## src/hdl/pcsc_pkg.sv

```systemverilog
// Shared types and constants for the piecewise curve segment coefficient block.
// Used by pcsc_knot_cell, pcsc_div and piecewise_curve_segment_coefficients.
package pcsc_pkg;

    localparam int MAX_KNOTS = 16;
    localparam int IDX_W     = 4;
    localparam int CNT_W     = 5;
    localparam int DATA_W    = 32;
    localparam int FRAC_BITS = 16;

    // divider operand widths
    localparam int NUM_W = 36;
    localparam int DEN_W = 33;

    // item kinds carried on tuser
    localparam logic ACT_WRITE = 1'b0;
    localparam logic ACT_EVAL  = 1'b1;

    // one knot as held in a cell
    typedef struct packed {
        logic signed [DATA_W-1:0] x;
        logic signed [DATA_W-1:0] y;
        logic                     sharp;
    } knot_t;

    // search chain between neighboring cells
    typedef struct packed {
        logic found;
    } chain_t;

endpackage

```

## src/hdl/pcsc_div.sv

```systemverilog
// Iterative signed fixed-point divider: (num << FRAC_BITS) / den, truncated, saturated.
// One quotient bit per cycle. Depends on pcsc_pkg.
module pcsc_div
(
    input  logic                              clk,
    input  logic                              rst_n,
    input  logic                              start,
    input  logic signed [pcsc_pkg::NUM_W-1:0] num,
    input  logic signed [pcsc_pkg::DEN_W-1:0] den,
    output logic                              done,
    output logic signed [pcsc_pkg::DATA_W-1:0] quot
);

    localparam int DVD_W = pcsc_pkg::NUM_W + pcsc_pkg::FRAC_BITS;
    localparam int CNT_W = $clog2(DVD_W + 1);

    logic                         busy_reg;
    logic                         done_reg;
    logic [CNT_W-1:0]             cnt_reg;
    logic [DVD_W-1:0]             dvd_reg;
    logic [pcsc_pkg::DEN_W-1:0]   dvs_reg;
    logic [pcsc_pkg::DEN_W-1:0]   rem_reg;
    logic                         neg_reg;
    logic signed [pcsc_pkg::DATA_W-1:0] quot_reg;

    logic [pcsc_pkg::NUM_W-1:0]   num_mag;
    logic [pcsc_pkg::DEN_W-1:0]   den_mag;
    logic [pcsc_pkg::DEN_W:0]     rem_sh;
    logic                         q_bit;
    logic [pcsc_pkg::DEN_W:0]     rem_sub;
    logic [DVD_W-1:0]             q_final;
    logic signed [pcsc_pkg::DATA_W-1:0] q_sat;

    assign num_mag = num[pcsc_pkg::NUM_W-1] ? pcsc_pkg::NUM_W'(-num) : pcsc_pkg::NUM_W'(num);
    assign den_mag = den[pcsc_pkg::DEN_W-1] ? pcsc_pkg::DEN_W'(-den) : pcsc_pkg::DEN_W'(den);

    // restoring step
    assign rem_sh  = {rem_reg, dvd_reg[DVD_W-1]};
    assign q_bit   = (rem_sh >= {1'b0, dvs_reg});
    assign rem_sub = rem_sh - {1'b0, dvs_reg};
    assign q_final = {dvd_reg[DVD_W-2:0], q_bit};

    // saturate the magnitude and apply the sign
    always_comb
    begin
        if (!neg_reg)
        begin
            if (q_final > DVD_W'({1'b0, {(pcsc_pkg::DATA_W-1){1'b1}}}))
                q_sat = {1'b0, {(pcsc_pkg::DATA_W-1){1'b1}}};
            else
                q_sat = pcsc_pkg::DATA_W'(q_final);
        end
        else
        begin
            if (q_final > DVD_W'({1'b1, {(pcsc_pkg::DATA_W-1){1'b0}}}))
                q_sat = {1'b1, {(pcsc_pkg::DATA_W-1){1'b0}}};
            else
                q_sat = pcsc_pkg::DATA_W'(-q_final);
        end
    end

    always_ff @(posedge clk or negedge rst_n)
    begin
        if (!rst_n)
        begin
            busy_reg <= 1'b0;
            done_reg <= 1'b0;
            cnt_reg  <= '0;
        end
        else
        begin
            done_reg <= 1'b0;
            if (start)
            begin
                if (den == '0)
                begin
                    // zero divisor: largest value of the numerator's sign, zero for a zero numerator
                    done_reg <= 1'b1;
                    busy_reg <= 1'b0;
                end
                else
                begin
                    busy_reg <= 1'b1;
                    cnt_reg  <= CNT_W'(DVD_W - 1);
                end
            end
            else if (busy_reg)
            begin
                cnt_reg <= cnt_reg - 1'b1;
                if (cnt_reg == '0)
                begin
                    busy_reg <= 1'b0;
                    done_reg <= 1'b1;
                end
            end
        end
    end

    // datapath
    always_ff @(posedge clk)
    begin
        if (start)
        begin
            neg_reg <= num[pcsc_pkg::NUM_W-1] ^ den[pcsc_pkg::DEN_W-1];
            dvd_reg <= {num_mag, {pcsc_pkg::FRAC_BITS{1'b0}}};
            dvs_reg <= den_mag;
            rem_reg <= '0;
            if (num == '0)
                quot_reg <= '0;
            else if (num[pcsc_pkg::NUM_W-1])
                quot_reg <= {1'b1, {(pcsc_pkg::DATA_W-1){1'b0}}};
            else
                quot_reg <= {1'b0, {(pcsc_pkg::DATA_W-1){1'b1}}};
        end
        else if (busy_reg)
        begin
            rem_reg <= q_bit ? pcsc_pkg::DEN_W'(rem_sub) : pcsc_pkg::DEN_W'(rem_sh);
            dvd_reg <= q_final;
            if (cnt_reg == '0)
                quot_reg <= q_sat;
        end
    end

    assign done = done_reg;
    assign quot = quot_reg;

endmodule

```

## config.mk

```make
export PLATFORM = sky130hd
export DESIGN_NAME = pcsc_div
export DESIGN_NICKNAME = d
export VERILOG_FILES = /design/src/hdl/pcsc_pkg.sv /design/src/hdl/pcsc_div.sv
export SDC_FILE = /design/constraint.sdc
export NUM_CORES = 1
export LEC_CHECK = 0
export BUFFER_PORTS_ARGS = -buffer_cell sky130_fd_sc_hd__clkbuf_2
export CAP_MARGIN = 20
export CELL_PAD_IN_SITES_DETAIL_PLACEMENT = 1
export CELL_PAD_IN_SITES_GLOBAL_PLACEMENT = 1
export CORE_MARGIN = 2
export CORE_UTILIZATION = 39
export CTS_CLUSTER_SIZE = 24
export DETAILED_ROUTE_END_ITERATION = 10
export GPL_TIMING_DRIVEN = 0
export PLACE_DENSITY = 0.71
export REMOVE_ABC_BUFFERS = 1
export SYNTH_ARGS = -nofsm -noshare
export SYNTH_HDL_FRONTEND = slang
export SYNTH_SLANG_ARGS = --single-unit
```

## constraint.sdc

```tcl
create_clock -name clk -period 5.1 [get_ports clk]
set_clock_uncertainty 0.2 [all_clocks]
set_input_delay 0.51 -clock clk [delete_from_list [all_inputs] [get_ports clk]]
set_output_delay 0.51 -clock clk [all_outputs]
set_load 0.05 [all_outputs]
```

# ---- After elaboration in Yosys (flattened, before gate mapping)
# Cells that the tools add are included.
dict set report classes {
  n_addsub 5
  magnitude_cmp 3
  eq_ne 1
  n_mux 24
  bitwise_logic 1
  reduce_logical 7
}
# operator n
set ops {}
lappend ops {{$mux W32} 9}
lappend ops {{$mux W52} 2}
lappend ops {{$gt A52 B31 Y1 const B} 1}
lappend ops {{$gt A52 B32 Y1 const B} 1}
lappend ops {{$logic_not A36 Y1} 1}
lappend ops {{$mux W36} 1}
lappend ops {{$neg A36 Y36} 1}
lappend ops {{$ge A34 B33 Y1} 1}
lappend ops {{$logic_not A33 Y1} 1}
lappend ops {{$mux W33} 1}
lappend ops {{$neg A33 Y33} 1}
lappend ops {{$sub A33 B33 Y33} 1}
lappend ops {{$neg A32 Y32} 1}
lappend ops {{$mux W6} 3}
lappend ops {{$mux W1} 8}
lappend ops {{$logic_not A6 Y1} 1}
lappend ops {{$sub A6 B1 Y6 const B} 1}
lappend ops {{$reduce_and A2 Y1} 2}
lappend ops {{$reduce_bool A2 Y1} 2}
lappend ops {{$ne A2 B2 Y1 const B} 1}
lappend ops {{$xor A1 B1 Y1} 1}
dict set report totals {
  reg_bits 159
  in_bits 72
  output_inout_bits 33
  wordCells 51
}

# ---- Depth between registers and ports, before layout
# Gate-level depths: netlist of the first run.
dict set report depth {
  depth_word 7
  ltp_mapped 21
  ltp_nobuf 19
}

# ---- Worst setup path before layout of the first run
# Ideal clock, no wire load.
dict set report synth_path {
  kind {register to register}
  from {register dvs_reg[27] in the netlist's numbering}
  to {register quot_reg (netlist bit quot[22]), data pin}
  setup_time_ns 0.272
  t_arrival_ns 4.563
  required_ns 4.628
  slack_ns 0.065
  stages_incl_launch_ff 20
  path_buffers 2
  period_less_slack_ns 5.035
  cell_sequence {edfxtp_1 inv_1 ha_1 a211o_1 a21oi_1 o211ai_1 a211o_1 a311o_1 o22ai_1 clkbuf_1 clkbuf_1 ha_1 nand2b_1 or2_2 nand2b_1 or4_1 nor3_1 a211oi_1 a211oi_1 o21ai_0}
}
dict set report synth_via {
  elab_chain_cells 7
  elab_cells_between_ends 10
  cone_classes {add/sub (1); order compare (3); mux (6)}
}
# element line
set synth_rtl {}
lappend synth_rtl {{start: declaration} pcsc_div.sv:21} ;# logic [pcsc_pkg::DEN_W-1:0] dvs_reg;
lappend synth_rtl {{start signal: assignment} pcsc_div.sv:106} ;# dvs_reg <= den_mag;
lappend synth_rtl {{$ge A34 B33 Y1 *} pcsc_div.sv:39} ;# assign q_bit = (rem_sh >= {1'b0, dvs_reg});
lappend synth_rtl {{$gt A52 B31 Y1, or another cell as far along} pcsc_div.sv:48} ;# if (q_final > DVD_W'({1'b0, {(pcsc_pkg::DATA_W-1){1'b1}}}))
lappend synth_rtl {{$mux W32, on equally long branches} {pcsc_div.sv:48, pcsc_div.sv:55}}
lappend synth_rtl {{$mux W32 *} pcsc_div.sv:46} ;# if (!neg_reg)
lappend synth_rtl {{$mux W32 *} pcsc_div.sv:119} ;# if (cnt_reg == '0)
lappend synth_rtl {{$mux W32 *} pcsc_div.sv:115} ;# else if (busy_reg)
lappend synth_rtl {{$mux W32 *} pcsc_div.sv:102} ;# if (start)
lappend synth_rtl {{end signal: assignment} pcsc_div.sv:111} ;# quot_reg <= {1'b1, {(pcsc_pkg::DATA_W-1){1'b0}}};
lappend synth_rtl {{end signal: assignment} pcsc_div.sv:113} ;# quot_reg <= {1'b0, {(pcsc_pkg::DATA_W-1){1'b1}}};
lappend synth_rtl {{end signal: assignment} pcsc_div.sv:120} ;# quot_reg <= q_sat;
lappend synth_rtl {{end: declaration} pcsc_div.sv:24} ;# logic signed [pcsc_pkg::DATA_W-1:0] quot_reg;
# Mark *: on every way between the ends. The rest lies on a longest branch, timed or not. The select of a mux whose other input is x is not followed.
# A chain may end at the register's enable or synchronous reset.

# ---- Final worst setup path of the first run
# Same ends and word-level chain as after synthesis.

==> summary.md, run 1 <==
| Metric | Value |
|---|---|
| Status | `finished clean` |
| Worst setup SP type | `flip-flop` |
| CP Class | `reg -> reg` |
| Crit path max-delay family | `compound AO/OA/AOI/OAI gates` |
| Cells after Synth | `1112` |
| Area Growth Syn to Fin | `16.5%` |
| Die height | `166 um` |
| Post-route DRC | `0` |
| Power share of the clock group | `0.319` |
| Sw Share | `0.338` |
| DRT Pass-1 Iters | `5` |
| Fillers | `3011` |
| Initial Utilization | `0.394` |
| Global-route wire length before repair | `46300 um` |
| Ys Warns | `0` |
| CP Max Fanout | `8` |
| Routed wire length per instance | `18.4 um` |
| Clock buffer count from CTS | `17` |
| Bufs on Longest Clock Path | `2` |
| Rel. slew slack | `0.296` |
| Synth Flop Type | `edfxtp_1` |
| Clk slew on worst S/H paths | `70 ps` |
| Max-slew violation count | `0` |
| Vias in the first global route | `8872` |
| Placement Cell Area | `11100 um^2` |
| Netlist cell types | `69` |
| Hold Path Class | `in -> reg` |
| FFs w/ async S/R, synth | `0.0503` |
| Combinational Power Share | `0.282` |
| Total track usage | `0.214` |
| HPWL Detailed | `20400 um` |
| Vias per Instance | `5.73` |
| Total power | `0.00407 W` |
| Antenna Violating Nets Remaining | `0` |
| Critical path, cell by cell | `inv_1 > ha_2 > a211o_1 > a21oi_2 > o211ai_1 > a211o_1 > a311o_1 > o22ai_4 > buf_8 > ha_4 > nand2b_4 > or2_2 > nand2b_2 > or4_4 > nor3_4 > a211oi_1 > a211oi_1 > o21ai_2` |
| Peak supply drop | `204 uV` |
| Number of synthesized register bits | `159` |
| Worst setup startpoint | `dvs_reg[27]$_DFFE_PP_` |
| Post-Syn Area | `10200 um^2` |
| Post-synth top area cell | `edfxtp_1` |
| Ratio of final minimum period to clock period | `0.968` |
| Largest net degree at the start of global routing | `63` |
| Clock sinks | `159` |
| Element type at the critical path end | `flip-flop` |
| CTS tree | `built` |
| Hold Vio Cnt, Final | `0` |
| Reg-to-Reg Start | `dvs_reg[27]$_DFFE_PP_` |
| Final setup viols | `0` |
| Area of the multi-input gates | `5650 um^2` |
| Register area | `4250 um^2` |
| CP peak stage delay | `530 ps` |
| Hold wc startpoint | `den[0]` |
| Top post-synthesis cells by area | `edfxtp_1, dfxtp_1, o21ai_0` |
| Crit path time final | `4940 ps` |
| WP buf/inv | `2` |
| Lkg Pwr | `4.67 nW` |
| Worst slew pin tran | `1050 ps` |
| # rows | `59` |
| DIE WIDTH | `166 um` |
| Post-synth EDFFs | `102` |
| Peak Freq | `0.203 GHz` |
| I/O pins | `105` |
| P per Cell Area | `343 nW/um^2` |
| Max reg flops | `52` |
| GP Congestion | `0.804` |
| Most common cell after layout, fill and taps aside | `nand2_1` |
| H-tree lvl count | `4` |
| P_int | `0.00269 W` |
| WP data required | `5030 ps` |
| Max-cap viol count | `0` |
| Core Area | `25800 um^2` |
| Switch Pwr | `0.00138 W` |
| Util after Layout | `0.459` |
| Detailed Route Iter0 Violations | `482` |
| Sequential fraction of the synthesis area | `0.417` |
| Yosys top cell area share | `0.301` |
| Worst-Skew Late Latency | `430 ps` |
| Sequential share of power | `0.400` |
| R2R setup slack | `160 ps` |
| Max stage delay cell, worst path | `or4_4` |
| Grt ovf | `0` |
| Port-buffer cells | `104` |
| Layout cells sized above 1 | `0.162` |
| Total die area | `27400 um^2` |
| Via Count | `8865` |
| Commonest cells after routing, fill and taps aside | `nand2_1, o21ai_0, clkbuf_2` |
| WP data arrival | `4870 ps` |
| Drt total wl | `28500 um` |
| Post-Syn Area per Cell | `9.15 um^2` |
| CTS root buffer | `clkbuf_16` |
| Design area | `11900 um^2` |
| Nets | `1311` |
| Number of antenna violations at the first check in global routing | `0` |
| Antenna Cells | `0` |
power groups by stage:
stage | Combinational, W | Clock [W] | Sequential (W)
after global placement | 0.00104 | 0 | 0.00165
final | 0.00115 | 0.00130 | 0.00163
after global routing | 0.00127 | 0.00136 | 0.00165
after CTS | 0.00112 | 0.00132 | 0.00163
after floorplan | 0.000693 | 0 | 0.00170
after detailed placement | 0.00109 | 0 | 0.00165
layout make-up:
| cell class | count | share of cell area |
|---|---|---|
| sequential | 159 | 0.358 |
| tap | 335 | 0.0353 |
| inverter | 56 | 0.0177 |
| clock buffer | 21 | 0.0425 |
| clock inverter | 11 | 0.00759 |
| timing repair buffer | 120 | 0.0627 |
| multi-input combinational | 845 | 0.476 |
final timing paths:
path | to | cells past startpoint
worst max-delay path | quot[22]$_DFFE_PP_ | 18
worst min-delay path | dvs_reg[0]$_DFFE_PP_ | 1
worst max register to register | quot[22]$_DFFE_PP_ | 18
worst min register to register | rem_reg[21]$_SDFFE_PP0P_ | 2
max in group asynchronous | busy_reg$_DFF_PN0_ | 2
min in group asynchronous | done$_DFF_PN0_ | 2
routing by layer:
metal	wire (um)	vias up	share of wire	global-route usage
met5	0	-	0	0
met2	13800	158	0.48	0.358
met3	929	29	0.033	0.0310
met1	13400	4376	0.47	0.288
met4	393	0	0.014	0.0607
li1	-	4302	-	-
what timing repair did:
item,CTS,global route
resized for setup,11,9
buffers inserted,3,4
pin swaps,2,4
hold buffers,1,0
endpoints found under the hold margin,8,0
endpoints found under the setup margin,32,21
stage by stage:
stage | setup WS (ps) | std cells | setup TNS [ps] | hold slack (ps)
global route | -13.0 | 1547 | -13.0 | 71.4
CTS | 19.4 | 1542 | 0 | 65.8
global placement | -3250 | 1499 | -174140 | 181
finish | 163 | 1547 | 0 | 80.1
detailed placement | -1460 | 1506 | -29810 | 178
floorplan | -430 | 1060 | -6180 | 14.4
cells by family (layout without fill, tap and decap cells):
family                   count (synthesis)  in the layout  synth area share
AO/OA/AOI/OAI                          328            328             0.213
XOR/XNOR                                94             94            0.0809
adder cells (fa/ha/maj)                 40             40            0.0499
buffers and inverters                  108            208            0.0398
flip-flops                             159            159             0.417
multiplexers                            30             30            0.0296
AND/OR/NAND/NOR                        353            353             0.170
Yosys cell counts, drive strengths merged (10+ instances only):
library cell,number
a211oi,19
a21o,17
a21oi,44
a311oi,12
clkbuf,47
dfxtp,49
edfxtp,102
ha,39
inv,56
mux2i,29
nand2,127
nand2b,11
nand3,18
nor2,71
nor3,26
nor4,22
o21ai,116
o31ai,25
o41ai,15
or3,30
or4,10
xnor2,60
xor2,34
Note: power is estimated with default switching activity, not from simulation.
==> run 2, diff against run 1 <==
--- a/config.mk
+++ b/config.mk
@@ -11,6 +11,7 @@
 export CELL_PAD_IN_SITES_GLOBAL_PLACEMENT = 1
 export CORE_MARGIN = 2
 export CORE_UTILIZATION = 39
+export CTS_BUF_LIST = sky130_fd_sc_hd__clkbuf_8
 export CTS_CLUSTER_SIZE = 24
 export DETAILED_ROUTE_END_ITERATION = 10
 export GPL_TIMING_DRIVEN = 0
==> summary.md, run 2 (synthesized netlist as in run 1, its figures left out) <==
| Metric | Value |
|---|---|
| Area of the multi-input gates | `5650 um^2` |
| Vias in the first global route | `8805` |
| CTS root buffer | `clkbuf_8` |
| Clock sinks | `159` |
| Switch Pwr | `0.00133 W` |
| Clk slew on worst S/H paths | `100 ps` |
| P per Cell Area | `324 nW/um^2` |
| Clock buffer count from CTS | `17` |
| WP buf/inv | `2` |
| Final setup TNS | `0 ps` |
| Sw Share | `0.350` |
| Final setup viols | `0` |
| Area Growth Syn to Fin | `14.8%` |
| Routed wire length per instance | `18.2 um` |
| Post-Place Cells | `1506` |
| Global-route wire length before repair | `45800 um` |
| Combinational Power Share | `0.301` |
| Detailed Route Iter0 Violations | `515` |
| Hold Vio Cnt, Final | `0` |
| Power share of the clock group | `0.270` |
| Peak supply drop | `126 uV` |
| Max-slew violation count | `0` |
| Initial Utilization | `0.394` |
| RR Endpoint | `quot[22]$_DFFE_PP_` |
| Hold Path Class | `in -> reg` |
| Die height | `166 um` |
| DRT Pass-1 Iters | `5` |
| CP endpoint | `quot[22]$_DFFE_PP_` |
| Fillers | `3048` |
| Grt ovf | `0` |
| Worst setup SP type | `flip-flop` |
| Element type at the critical path end | `flip-flop` |
| CP Class | `reg -> reg` |
| Total die area | `27400 um^2` |
| Status | `finished clean` |
| Crit path max-delay family | `compound AO/OA/AOI/OAI gates` |
| Peak Freq | `0.205 GHz` |
| Post-route DRC | `0` |
| Max stage delay cell, worst path | `or4_4` |
| CP Max Fanout | `8` |
| Drt total wl | `28200 um` |
| Reg-to-Reg Start | `dvs_reg[27]$_DFFE_PP_` |
| CTS tree | `built` |
| Register area | `4250 um^2` |
| HPWL Detailed | `20400 um` |
| Commonest cells after routing, fill and taps aside | `nand2_1, o21ai_0, clkbuf_2` |
| WP data required | `5180 ps` |
| RSZ-0062 raised after global routing | `no` |
| Via Count | `8821` |
| WP data arrival | `4960 ps` |
| R2r worst-path depth | `19` |
| Largest net degree at the start of global routing | `63` |
| Core Area | `25800 um^2` |
| Max reg flops | `52` |
| P_int | `0.00246 W` |
| Worst slew pin tran | `1020 ps` |
| Port-buffer cells | `104` |
| Bufs on Longest Clock Path | `2` |
| Total track usage | `0.211` |
| Ratio of final minimum period to clock period | `0.957` |
| Non-Filler Instances | `1547` |
| CP peak stage delay | `530 ps` |
| Worst-Skew Late Latency | `480 ps` |
| Antenna Cells | `0` |
| I/O pins | `105` |
| Crit path time final | `4880 ps` |
| Most common cell after layout, fill and taps aside | `nand2_1` |
| Met2 wire length | `13600 um` |
| CP Depth | `19` |
| Layout cells sized above 1 | `0.162` |
| Worst setup startpoint | `dvs_reg[27]$_DFFE_PP_` |
| Rel. slew slack | `0.322` |
| Nets | `1311` |
| Number of antenna violations at the first check in global routing | `0` |
| GP Congestion | `0.804` |
| Max-cap viol count | `0` |
| H-tree lvl count | `4` |
| Metal-1 WL | `13600 um` |
| Routed wl met3 | `719 um` |
| Lkg Pwr | `4.59 nW` |
| Max Used Layer | `met4` |
| # rows | `59` |
| DIE WIDTH | `166 um` |
| R2R setup slack | `220 ps` |
| Total power | `0.00379 W` |
| Vias per Instance | `5.70` |
| Antenna Violating Nets Remaining | `0` |
| Util after Layout | `0.452` |
| Sequential share of power | `0.429` |
| Critical path, cell by cell | `inv_1 > ha_2 > a211o_1 > a21oi_2 > o211ai_1 > a211o_1 > a311o_1 > o22ai_4 > buf_8 > ha_4 > nand2b_4 > or2_2 > nand2b_4 > or4_4 > nor3_4 > nand3_1 > nand2_1 > a211oi_1 > o21ai_1` |
-- run 2: power by group through the flow --
stage	clock [W]	sequential, W	combinational, W
after floorplan	0	0.00170	0.000693
after global placement	0	0.00165	0.00104
after detailed placement	0	0.00165	0.00109
after CTS	0.00104	0.00163	0.00112
after global routing	0.00108	0.00165	0.00127
final	0.00102	0.00163	0.00114
-- run 2: how the worst min path moves through the flow --
stage	cells past startpoint	to	start	slack, ps
6_report	1	dvs_reg[0]$_DFFE_PP_	den[0]	40
5_1_grt	1	dvs_reg[0]$_DFFE_PP_	den[0]	30
4_1_cts	1	dvs_reg[0]$_DFFE_PP_	den[0]	20
3_5_place_dp	1	done$_DFF_PN0_	rst_n	180
3_3_place_gp	1	done$_DFF_PN0_	rst_n	180
2_1_floorplan	0	busy_reg$_DFF_PN0_	rst_n	10
-- run 2: what timing repair did --
item | CTS | global route
buffers inserted | 3 | 4
endpoints found under the hold margin | 8 | 0
pin swaps | 2 | 6
setup endpoints to repair | 32 | 21
hold buffers | 1 | 0
gates resized for setup | 11 | 8
-- run 2: layer usage --
layer	GRT usage	vias up
li1	-	4301
met1	0.291	4369
met2	0.356	131
met3	0.0225	20
met4	0.0498	0
met5	0	-
-- run 2: final cells by class --
type                            instances  area share
Multi-Input combinational cell        845       0.483
Sequential cell                       159       0.363
Timing Repair Buffer                  120      0.0636
Tap cell                              335      0.0359
Clock buffer                           17      0.0200
Inverter                               56      0.0180
Clock inverter                         15      0.0157
-- run 2: stage by stage --
| step | hold WS (ps) | cell area [um^2] | worst slack [ps] |
|---|---|---|---|
| after detailed placement | 178 | 11100 | -1460 |
| after floorplan | 14.4 | 9980 | -430 |
| after global placement | 181 | 10900 | -3250 |
| final | 38.2 | 11700 | 219 |
| after CTS | 20.0 | 11600 | 6.74 |
| after global routing | 34.2 | 11700 | 4.19 |
