[config.mk]
export PLATFORM = sky130hd
export DESIGN_NAME = pcsc_knot_cell
export DESIGN_NICKNAME = d
export VERILOG_FILES = /design/src/hdl/pcsc_pkg.sv /design/src/hdl/pcsc_knot_cell.sv
export SDC_FILE = /design/constraint.sdc
export NUM_CORES = 1
export LEC_CHECK = 0
export ABC_AREA = 1
export BUFFER_PORTS_ARGS = -buffer_cell sky130_fd_sc_hd__buf_2
export CORE_UTILIZATION = 35
export CTS_CLUSTER_DIAMETER = 40
export DETAILED_ROUTE_END_ITERATION = 8
export PLACE_DENSITY = 0.67
export SLEW_MARGIN = 20
export SYNTH_ARGS = -nofsm -noshare
export SYNTH_HDL_FRONTEND = slang
export SYNTH_SLANG_ARGS = --single-unit
[constraint.sdc]
create_clock -name clk -period 4.3 [get_ports clk]
set_clock_uncertainty 0.05 [all_clocks]
set_input_delay 0.86 -clock clk [delete_from_list [all_inputs] [get_ports clk]]
set_output_delay 0.86 -clock clk [all_outputs]
set_load 0.02 [all_outputs]
[src/hdl/pcsc_pkg.sv]
// Shared types and constants for the piecewise curve segment coefficient block.
// Used by pcsc_knot_cell, pcsc_div and piecewise_curve_segment_coefficients.
package pcsc_pkg;

    localparam int MAX_KNOTS = 16;
    localparam int IDX_W     = 4;
    localparam int CNT_W     = 5;
    localparam int DATA_W    = 32;
    localparam int FRAC_BITS = 16;

    // divider operand widths
    localparam int NUM_W = 36;
    localparam int DEN_W = 33;

    // item kinds carried on tuser
    localparam logic ACT_WRITE = 1'b0;
    localparam logic ACT_EVAL  = 1'b1;

    // one knot as held in a cell
    typedef struct packed {
        logic signed [DATA_W-1:0] x;
        logic signed [DATA_W-1:0] y;
        logic                     sharp;
    } knot_t;

    // search chain between neighboring cells
    typedef struct packed {
        logic found;
    } chain_t;

endpackage

[src/hdl/pcsc_knot_cell.sv]
// One knot slot of the table row, with its link of the search chain.
// Depends on pcsc_pkg.
module pcsc_knot_cell
(
    input  logic                             clk,
    input  logic [pcsc_pkg::IDX_W-1:0]       cell_index,
    input  logic                             wr_en,
    input  pcsc_pkg::knot_t                  wr_knot,
    input  logic [pcsc_pkg::CNT_W-1:0]       knot_num,
    input  logic signed [pcsc_pkg::DATA_W-1:0] query,
    input  pcsc_pkg::chain_t                 chain_in,
    output pcsc_pkg::chain_t                 chain_out,
    output logic                             hit,
    output pcsc_pkg::knot_t                  knot
);

    pcsc_pkg::knot_t knot_reg;
    logic            in_use;
    logic            ge;

    // knot storage, written by a knot write transfer
    always_ff @(posedge clk)
    begin
        if (wr_en)
        begin
            knot_reg <= wr_knot;
        end
    end

    // slot 0 starts the scan, so only slots 1..n-1 take part
    assign in_use = (cell_index != '0) && ({1'b0, cell_index} < knot_num);
    assign ge     = (knot_reg.x >= query);

    // first in-use slot at or above the query claims the hit
    assign hit             = in_use && ge && !chain_in.found;
    assign chain_out.found = chain_in.found || (in_use && ge);
    assign knot            = knot_reg;

endmodule

# Word-level counts from Yosys, hierarchy flattened
# Cells that the tools add are included.
# word_totals
inputBits,109
regBits,65
out_inout_bits,67
elab_cells,11
# op_classes
order_cmp,2
reduce_logical,6
# op_table
op,count
greater-or-equal comparator 32 bit,1
less-than comparator 4 x 5 -> 1 bit,1
nonzero test 4 bit,1
logical AND 1 bit,3
zero test 1 bit,1
logical OR 1 bit,1

# Longest topological paths before layout
# Gate-level depths: netlist (run 1).
# depth
ltp_word,4
ltp_mapped,17

# Worst setup path after synthesis (run 1)
# OpenSTA, ideal clock, no wires.
# synth_timing
path_type,input -> output
start,in query[31] (netlist bit)
end,out hit
stages,12
slack_ps,1329
path_buffers,0
t_arrival_ps,2061
required_time_ps,3390
cell_sequence,inv_1 -> ha_1 -> nand2_1 -> inv_1 -> nor2_1 -> o21a_1 -> nand2_1 -> a21oi_2 -> nand3_1 -> nand3_2 -> nand2_2 -> nor2_2
# synth_via
elab_chain_len,3
# synth_rtl
item,line,text
from (decl),pcsc_knot_cell.sv:10,"input logic signed [pcsc_pkg::DATA_W-1:0] query,"
greater-or-equal comparator 32 bit,pcsc_knot_cell.sv:32,assign ge = (knot_reg.x >= query);
logical AND 1 bit (2 in a row),pcsc_knot_cell.sv:35,assign hit = in_use && ge && !chain_in.found;
to (decl),pcsc_knot_cell.sv:13,"output logic hit,"
# No other way between the ends.

# Worst setup path in the final report (run 1)
# layout_timing
start,in query[13] (netlist bit)
end,out hit
# Same word-level chain as after synthesis.

==> qor.yml, run 1 <==
rows: 33
wl_met2_mm: 3.32
setup_tns_ns: 0
synthCells: 233
fin_crit_sh_pct: 74.7
cts_buffers: 9
io-pin-count: 176
wl_per_cell_um: 12.7
synth-seq-cells: 65
route.layer.met1.wl_mm: 2.55
synth-main-ff-cell: "edfxtp_1"
vias_per_cell: 4.31
grt_pass1_wl_mm: 10.1
finalHoldViolCount: 0
cts_setup_buffers: 0
synth_edf_count: 65
p_sw_uw: 434
worstPathArrival_ns: 2.30
die_w_um: 94.1
hold_buffers: 0
clk_path_buf_depth: 2
io_buffers: 175
rsz0062_at_grt: "no"
final_cells: 530
grt_antenna_before_repair: 0
maxSlewHeadroom_pct: 43.5
drive_gt1_share_pct: 47.8
core_mm2: 0.00822
mappedNetlistArea_mm2: 0.00297
ys_types: 21
comb_power_share_pct: 17.2
nFillCells: 731
worst-endpoint-required_ns: 3.39
ant_nets: 0
cp_max_fo: 2
first_pass_iters: 4
drv_slew: 0
power.leakage_nw: 2.14
cts_tree: "yes"
clockPowerShare_pct: 35.3
cts_resized: 0
setup_violations: 0
timing.critical_path.buf_inv: 3
htree_levels: 3
cp-endpoint: "hit"
holdWs_ns: 0.641
setup.worst_path.start_class: "primary input"
remaining_drc_errors: 0
top_layer: "met4"
routed_wl_mm: 6.76
power_switching_share_pct: 26.6
path_delay_family: "simple AND/OR/NAND/NOR gates"
start_util_pct: 36.1
dp_cells: 514
cts_root_buffer: "clkbuf_8"
grtUsageTotal_pct: 15.7
drtIter0Drc: 37
path_clk_slew_ns: 0.07
ir_drop_mv: 0.320
maxCapViolations: 0
area_delta_synth_final_pct: 41.6
overflow: 0
largest_reg_flops: 65
num_vias: 2284
min_path_type: "in2reg"
slowest_stage: "ha_1"
wl_met3_um: 768
place_ws_ns: 1.07
p_int_mw: 1.19
hpwlAfterDp_mm: 5.35
worst-setup-path-type: "in2out"
grt_pass1_vias: 2314
die_h_um: 94.1
crit_start: "query[13]"
outcome: "finished, final reports clean"
tightest_slew_ns: 0.848
synth_nets: 377
p_per_area_mw_per_mm2: 387
critical_path.cell_chain: "buf_2 -> inv_1 -> ha_1 -> a21oi_1 -> o21ai_0 -> a21oi_1 -> nand2_1 -> nand2_1 -> nand3_1 -> nand3_2 -> nand2_2 -> nor2_2 -> buf_2"
cp_num_cells: 13
power_frac_seq_pct: 47.4
fin_ws_ns: 1.09
final_util_pct: 51.2
die_area_mm2: 0.00886
cts.sinks: 65
antenna_cells: 0
yosysSeqAreaShare_pct: 65.7
syn_avg_cell_area_um2: 12.7
gp_congestion: 0.740
fmax_ghz: 0.311
synth_warnings: 0
place_area_mm2: 0.00398
nets: 564
final_area_mm2: 0.00420
slowest_delay_ns: 0.30
p_total_mw: 1.63
fin_crit_ns: 3.21
grt_max_degree: 39
cp-end-kind: "output port"
async_flop_share_pct: 0
## final cells by class
type | count | area [µm²] | share of cell area [%]
Inverter | 49 | 184 | 4.37
Timing Repair Buffer | 176 | 883 | 21.0
Multi-Input combinational cell | 119 | 833 | 19.8
Sequential cell | 65 | 1950 | 46.4
Tap cell | 105 | 131 | 3.13
Clock inverter | 6 | 92.6 | 2.20
Clock buffer | 10 | 128 | 3.04
## kinds of logic (layout without fill, tap and decap cells)
family	count (synthesis)	count (layout)	share of synthesized area [%]
flops	65	65	65.7
buf+inv	49	241	6.19
fa+ha+maj	35	35	14.7
compound gates	21	21	3.92
simple gates	63	63	9.40
## how the worst min path moves through the flow
stage | from | to | slack [ns] | cells after the start
6_report | wr_knot[31] | knot[31]$_DFFE_PP_ | 0.64 | 1
5_1_grt | wr_knot[26] | knot[26]$_DFFE_PP_ | 0.62 | 1
4_1_cts | wr_knot[31] | knot[31]$_DFFE_PP_ | 0.61 | 1
3_5_place_dp | wr_knot[30] | knot[30]$_DFFE_PP_ | 0.99 | 1
3_3_place_gp | wr_knot[11] | knot[11]$_DFFE_PP_ | 0.99 | 1
2_1_floorplan | wr_knot[0] | knot[0]$_DFFE_PP_ | 0.91 | 0
## cells in the final DEF (no fill, tap or decap), types with 2 or more instances in the layout
| cell type | synthesis | final |
|---|---|---|
| clkinv_4 | 0 | 2 |
| inv_1 | 45 | 45 |
| nand3_1 | 2 | 2 |
| buf_2 | 0 | 175 |
| clkbuf_8 | 0 | 9 |
| clkinvlp_4 | 0 | 2 |
| nand2_1 | 41 | 41 |
| nor2_1 | 10 | 10 |
| nor2_2 | 3 | 3 |
| ha_1 | 35 | 35 |
| bufinv_16 | 0 | 2 |
| o21a_1 | 2 | 2 |
| a21oi_1 | 14 | 14 |
| inv_2 | 3 | 3 |
| nand2_2 | 2 | 2 |
| o21ai_0 | 2 | 2 |
| edfxtp_1 | 65 | 65 |
## Yosys cell counts, types with 2 or more instances
master / n / share of area (%)
edfxtp_1: 65 / 66
a21oi_1: 14 / 2.4
nand3_1: 2 / 0.34
o21a_1: 2 / 0.51
nor2_1: 10 / 1.3
inv_2: 3 / 0.38
nand2_2: 2 / 0.42
o21ai_0: 2 / 0.34
nor2_2: 3 / 0.63
inv_1: 45 / 5.7
nand2_1: 41 / 5.2
ha_1: 35 / 15
## power by group through the flow
stage | sequential (mW) | combinational, mW | clock [mW]
2_1_floorplan | 0.851 | 0.0891 | 0
6_report | 0.772 | 0.281 | 0.575
3_5_place_dp | 0.787 | 0.284 | 0
5_1_grt | 0.778 | 0.313 | 0.606
3_3_place_gp | 0.784 | 0.278 | 0
4_1_cts | 0.773 | 0.285 | 0.593
## routing by layer
metal | track usage (%) | vias up
li1 | - | 1162
met1 | 15.1 | 1002
met4 | 8.21 | 0
met2 | 27.8 | 109
met5 | 0 | -
met3 | 7.12 | 11
(Power assumes the default switching activity.)
==> run 2: changes to the inputs <==
Settings changed: ABC_AREA 1 to 0, PLACE_DENSITY 0.67 to 0.69.
Clock period 4.3 ns to 2.8 ns, I/O delays scaled along.
==> qor.yml, run 2 <==
antenna_cells: 0  # unchanged
synth.area.top_cells: "edfxtp_1 (66%), ha_1 (15%), inv_1 (4.4%)"  # was edfxtp_1 (66%), ha_1 (15%), inv_1 (5.7%)
drv_slew: 0  # unchanged
outcome: "finished with violations"  # was finished, final reports clean
p_total_mw: 2.54  # was 1.63 mW
io_buffers: 175  # unchanged
crit_start: "knot[51]$_DFFE_PP_"  # was query[13]
final_area_mm2: 0.00441  # was 0.00420 mm²
setup.worst_path.start_class: "register"  # was primary input
ant_nets: 0  # unchanged
worst-setup-path-type: "reg2out"  # was in2out
cp_max_fo: 3  # was 2
yosysTopAreaCellShare_pct: 65.7  # unchanged
min_to: "knot[9]$_DFFE_PP_"  # was knot[31]$_DFFE_PP_
synth-main-ff-cell: "edfxtp_1"  # unchanged
ir_drop_mv: 0.659  # was 0.320 mV
holdWs_ns: 0.344  # was 0.641 ns
maxSlewHeadroom_pct: 68.3  # was 43.5%
core_mm2: 0.00822  # unchanged
first_pass_iters: 4  # unchanged
area_delta_synth_final_pct: 48.4  # was 41.6%
cp-end-kind: "output port"  # unchanged
grt_antenna_before_repair: 0  # unchanged
nets: 540  # was 564
dp_cells: 483  # was 514
slowest_delay_ns: 0.45  # was 0.30 ns
final_common_cell: "buf_2"  # unchanged
synth_top_family_by_area: "adder cells"  # unchanged
cts.sinks: 65  # unchanged
clk_path_buf_depth: 2  # unchanged
rows: 33  # unchanged
die_h_um: 94.1  # unchanged
path_common_cell: "buf_4"
p_per_area_mw_per_mm2: 578  # was 387 mW/mm²
synth_top_cell_by_area: "edfxtp_1"  # unchanged
worstHoldStart: "wr_knot[9]"  # was wr_knot[31]
synthAdderAreaFrac_pct: 14.7  # unchanged
htree_levels: 3  # unchanged
hpwlAfterDp_mm: 5.50  # was 5.35 mm
grtUsageTotal_pct: 16.2  # was 15.7%
fin_crit_sh_pct: 114
gp_congestion: 0.707  # was 0.740
layout_common_cells: "buf_2 (173), edfxtp_1 (65), inv_1 (34)"  # was buf_2 (175), edfxtp_1 (65), inv_1 (45)
async_flop_share_pct: 0  # unchanged
finalHoldViolCount: 0  # unchanged
die_w_um: 94.1  # unchanged
place_area_mm2: 0.00406  # was 0.00398 mm²
worstPathArrival_ns: 2.57  # was 2.30 ns
synth_edf_count: 65  # unchanged
wl_per_cell_um: 13.8  # was 12.7 µm
yosys.area_share.simple_pct: 5.94  # was 9.40%
setup_tns_ns: -0.686  # was 0 ns
maxCapViolations: 0  # unchanged
drive_gt1_share_pct: 55.9  # was 47.8%
synth_commonest_cells: "edfxtp_1 (65), ha_1 (35), inv_1 (35), a21oi_1 (10)"  # was edfxtp_1 (65), inv_1 (45), nand2_1 (41), ha_1 (35), a21oi_1 (14)
grt_pass1_wl_mm: 10.5  # was 10.1 mm
grt_pass1_vias: 2359  # was 2314
start_util_pct: 36.1  # unchanged
synth.area.mux_share_pct: 0.843  # was 0%
synth-xor-area-share_pct: 0  # unchanged
synth_nets: 340  # was 377
final_util_pct: 53.6  # was 51.2%
slowest_stage: "edfxtp_1"  # was ha_1
grt_max_degree: 40  # was 39
io-pin-count: 176  # unchanged
rsz0062_at_grt: "yes"  # was no
synthCells: 196  # was 233
fmax_ghz: 0.314
synth_warnings: 0  # unchanged
routed_wl_mm: 6.98  # was 6.76 mm
yosysSeqAreaShare_pct: 65.7  # unchanged
fin_ws_ns: -0.384  # was 1.09 ns
yosysMostFrequentCell: "edfxtp_1"  # unchanged
num_vias: 2305  # was 2284
violations: "setup timing"
fin_crit_ns: 3.18
overflow: 0  # unchanged
vias_per_cell: 4.56  # was 4.31
timing.critical_path.buf_inv: 5  # was 3
cts_root_buffer: "clkbuf_8"  # unchanged
cts_tree: "yes"  # unchanged
synth-seq-cells: 65  # unchanged
path_delay_family: "buffers and inverters"  # was simple AND/OR/NAND/NOR gates
whs_path_depth: 1  # unchanged
critical_path.cell_chain: "ha_4 -> nand4_1 -> buf_4 -> buf_4 -> buf_4 -> buf_4 -> o21ai_2 -> a2111oi_4 -> mux2_4 -> buf_4"  # was buf_2 -> inv_1 -> ha_1 -> a21oi_1 -> o21ai_0 -> a21oi_1 -> nand2_1 -> nand2_1 -> nand3_1 -> nand3_2 -> nand2_2 -> nor2_2 -> buf_2
drtIter0Drc: 53  # was 37
power.leakage_nw: 2.12  # was 2.14 nW
min_path_type: "in2reg"  # unchanged
syn_avg_cell_area_um2: 15.1  # was 12.7 µm²
path_clk_slew_ns: 0.08  # was 0.07 ns
final_cells: 506  # was 530
remaining_drc_errors: 0  # unchanged
ys_types: 31  # was 21
largest_reg_flops: 65  # unchanged
worst-endpoint-required_ns: 2.19  # was 3.39 ns
cts_buffers: 9  # unchanged
tightest_slew_ns: 0.472  # was 0.848 ns
setup_violations: 2  # was 0
die_area_mm2: 0.00886  # unchanged
mappedNetlistArea_mm2: 0.00297  # unchanged
synth-compound-area-share_pct: 8.30  # was 3.92%
place_ws_ns: -0.363  # was 1.07 ns
-- run 2: changes by cell type in the layout (fill, tap and decap cells not counted), moves of 4 or more --
cell / delta
nor2_1: -7
inv_1: -11
buf_4: +14
ha_4: +6
a21oi_1: -4
nand2_1: -36
ha_1: -6
-- run 2: how the worst max path moves through the flow --
stage / end / slack [ns] / cells past startpoint
after floorplan: chain_out / -0.06 / 7
after detailed placement: hit / -0.36 / 10
after global placement: hit / -0.36 / 10
after global routing: hit / -0.52 / 8
after CTS: hit / -0.38 / 8
final: hit / -0.38 / 10
-- run 2: kinds of logic (layout without fill, tap and decap cells) --
family          Yosys count  after routing
simple gates             28             28
fa+ha+maj                35             35
flops                    65             65
buf+inv                  35            240
compound gates           31             31
mux                       2              2
-- run 2: layout make-up --
class | count | area (µm²)
well taps | 105 | 131
clock buffers | 10 | 128
multi-input cells | 96 | 970
fillers | 720 | 3810
inverters | 35 | 134
clock inverters | 6 | 92.6
repair buffers | 189 | 998
flip-flops and latches | 65 | 1950
-- run 2: where the power goes --
group / internal (mW) / switching, mW / leakage (nW)
sequential: 1.16 / 0.0328 / 0.636
combinational: 0.215 / 0.269 / 1.39
clock: 0.504 / 0.367 / 0.103
-- run 2: what timing repair did --
| action | CTS | global route |
|---|---|---|
| resized for setup | 8 | 0 |
| setup endpoints to repair | 2 | 2 |
| hold buffers | 0 | 0 |
| setup buffers | 7 | 0 |
| pin swaps | 4 | 0 |
-- run 2: metal layers --
metal / global-route usage [%] / vias to the layer above / part of all wire, %
met2: 29.8 / 111 / 53
met5: 0 / - / 0
met4: 6.15 / 0 / 1.3
li1: - / 1128 / -
met3: 7.12 / 8 / 10
met1: 15.8 / 1058 / 36
==> run 3: changes to the inputs <==
Settings changed: CTS_CLUSTER_DIAMETER 40 to 200, PLACE_DENSITY 0.69 to 0.67, SLEW_MARGIN 20 to not set.
Clock period 2.8 ns to 3.18 ns, I/O delays scaled along.
==> qor.yml, run 3 (synthesized netlist as in run 2, its figures left out) <==
wl_per_cell_um: 13.1  # was 13.8 µm
path_clk_slew_ns: 0.08  # about the same
final_util_pct: 53.7  # was 53.6%
ir_drop_mv: 0.386  # was 0.659 mV
io-pin-count: 176  # unchanged
fin_ws_ns: -0.121  # was -0.384 ns
die_h_um: 94.1  # unchanged
grt_pass1_vias: 2230  # was 2359
cts.sinks: 65  # unchanged
num_vias: 2231  # was 2305
path_delay_family: "compound AO/OA/AOI/OAI gates"  # was buffers and inverters
largest_reg_flops: 65  # unchanged
grt_antenna_before_repair: 0  # unchanged
maxCapViolations: 0  # unchanged
slowest_stage: "a2111oi_4"  # was edfxtp_1
cts_root_buffer: "clkbuf_8"  # unchanged
outcome: "finished with violations"  # unchanged
io_buffers: 175  # unchanged
maxSlewHeadroom_pct: 54.3  # was 68.3%
violations: "setup timing"  # unchanged
drtIter0Drc: 46  # was 53
crit_start: "query[19]"  # was knot[51]$_DFFE_PP_
worst-setup-path-type: "in2out"  # was reg2out
start_util_pct: 36.1  # unchanged
fin_crit_sh_pct: 104
dp_cells: 484  # was 483
overflow: 0  # unchanged
routed_wl_mm: 6.59  # was 6.98 mm
power.leakage_nw: 2.14  # was 2.12 nW
rows: 33  # unchanged
grt_max_degree: 40  # unchanged
min_to: "knot[2]$_DFFE_PP_"  # was knot[9]$_DFFE_PP_
cp-end-kind: "output port"  # unchanged
ant_nets: 0  # unchanged
timing.critical_path.buf_inv: 3  # was 5
fin_crit_ns: 3.30
gp_congestion: 0.709  # was 0.707
die_w_um: 94.1  # unchanged
worstPathArrival_ns: 2.62  # was 2.57 ns
cts_buffers: 9  # unchanged
first_pass_iters: 4  # unchanged
htree_levels: 3  # unchanged
layout_common_cells: "buf_2 (173), edfxtp_1 (65), inv_1 (35)"  # was buf_2 (173), edfxtp_1 (65), inv_1 (34)
critical_path.cell_chain: "buf_2 -> inv_1 -> ha_4 -> nand4_1 -> nor3_4 -> a221oi_2 -> o21ai_4 -> a2111oi_4 -> mux2_4 -> buf_6"  # was ha_4 -> nand4_1 -> buf_4 -> buf_4 -> buf_4 -> buf_4 -> o21ai_2 -> a2111oi_4 -> mux2_4 -> buf_4
drv_slew: 0  # unchanged
slowest_delay_ns: 0.43  # was 0.45 ns
cp_max_fo: 3  # unchanged
setup_tns_ns: -0.214  # was -0.686 ns
hold_buffers: 0  # unchanged
area_delta_synth_final_pct: 48.5  # was 48.4%
final_cells: 504  # was 506
p_per_area_mw_per_mm2: 511  # was 578 mW/mm²
finalHoldViolCount: 0  # unchanged
final_common_cell: "buf_2"  # unchanged
nets: 538  # was 540
clk_path_buf_depth: 2  # unchanged
tightest_slew_ns: 0.686  # was 0.472 ns
antenna_cells: 0  # unchanged
whs_path_depth: 1  # unchanged
setup.worst_path.start_class: "primary input"  # was register
die_area_mm2: 0.00886  # unchanged
worst-endpoint-required_ns: 2.49  # was 2.19 ns
setup_violations: 2  # unchanged
fmax_ghz: 0.303
cts_tree: "yes"  # unchanged
drive_gt1_share_pct: 55.6  # was 55.9%
remaining_drc_errors: 0  # unchanged
rsz0062_at_grt: "yes"  # unchanged
vias_per_cell: 4.43  # was 4.56
core_mm2: 0.00822  # unchanged
min_path_type: "in2reg"  # unchanged
hpwlAfterDp_mm: 5.20  # was 5.50 mm
grt_pass1_wl_mm: 9.71  # was 10.5 mm
grtUsageTotal_pct: 14.7  # was 16.2%
worstHoldStart: "wr_knot[2]"  # was wr_knot[9]
==> run 3: cell count changes in the layout (fill, tap and decap cells not counted), sizes merged <==
cell | before | now
buf | 189 | 187
clkbuf | 10 | 9
clkinvlp | 2 | 1
inv | 35 | 37
==> run 3: timing repair <==
action,CTS,global route
setup endpoints to repair,2,2
gates resized for setup,3,12
pin swaps,1,10
setup buffers,1,3
gates cloned,0,0
==> run 3: worst max-delay path by stage <==
stage / end / cells after the start
after floorplan: chain_out / 8
after global placement: hit / 11
after detailed placement: hit / 11
after CTS: hit / 8
after global routing: hit / 10
final: hit / 10
==> run 3: layout make-up <==
class / instances / area (µm²)
fillers: 750 / 3810
well taps: 105 / 131
clock inverters: 7 / 92.6
clock buffers: 9 / 124
repair buffers: 187 / 987
inverters: 35 / 131
multi-input cells: 96 / 991
flip-flops and latches: 65 / 1950
==> run 3: per-layer routing <==
layer | GRT usage (%) | share of wire, % | vias up
li1 | - | - | 1122
met1 | 15.4 | 40 | 1001
met2 | 26.5 | 51 | 102
met3 | 5.58 | 8.1 | 6
met4 | 5.64 | 1.0 | 0
met5 | 0 | 0 | -
==> run 3: metrics by stage <==
step | worst slack [ns] | instance area (µm²) | hold slack [ns] | power (mW)
3_3_place_gp | -0.210 | 4050 | 0.763 | 1.46
5_1_grt | -0.201 | 4410 | 0.397 | 2.36
3_5_place_dp | -0.167 | 4050 | 0.764 | 1.47
4_1_cts | -0.118 | 4300 | 0.399 | 2.26
2_1_floorplan | 0.0837 | 2970 | 0.685 | 1.28
6_report | -0.121 | 4410 | 0.419 | 2.25
==> run 3: power breakdown <==
group,leakage (nW),internal (mW),switching (mW),total (mW)
combinational,1.40,0.190,0.236,0.426
sequential,0.636,1.02,0.0272,1.05
clock,0.105,0.442,0.339,0.780
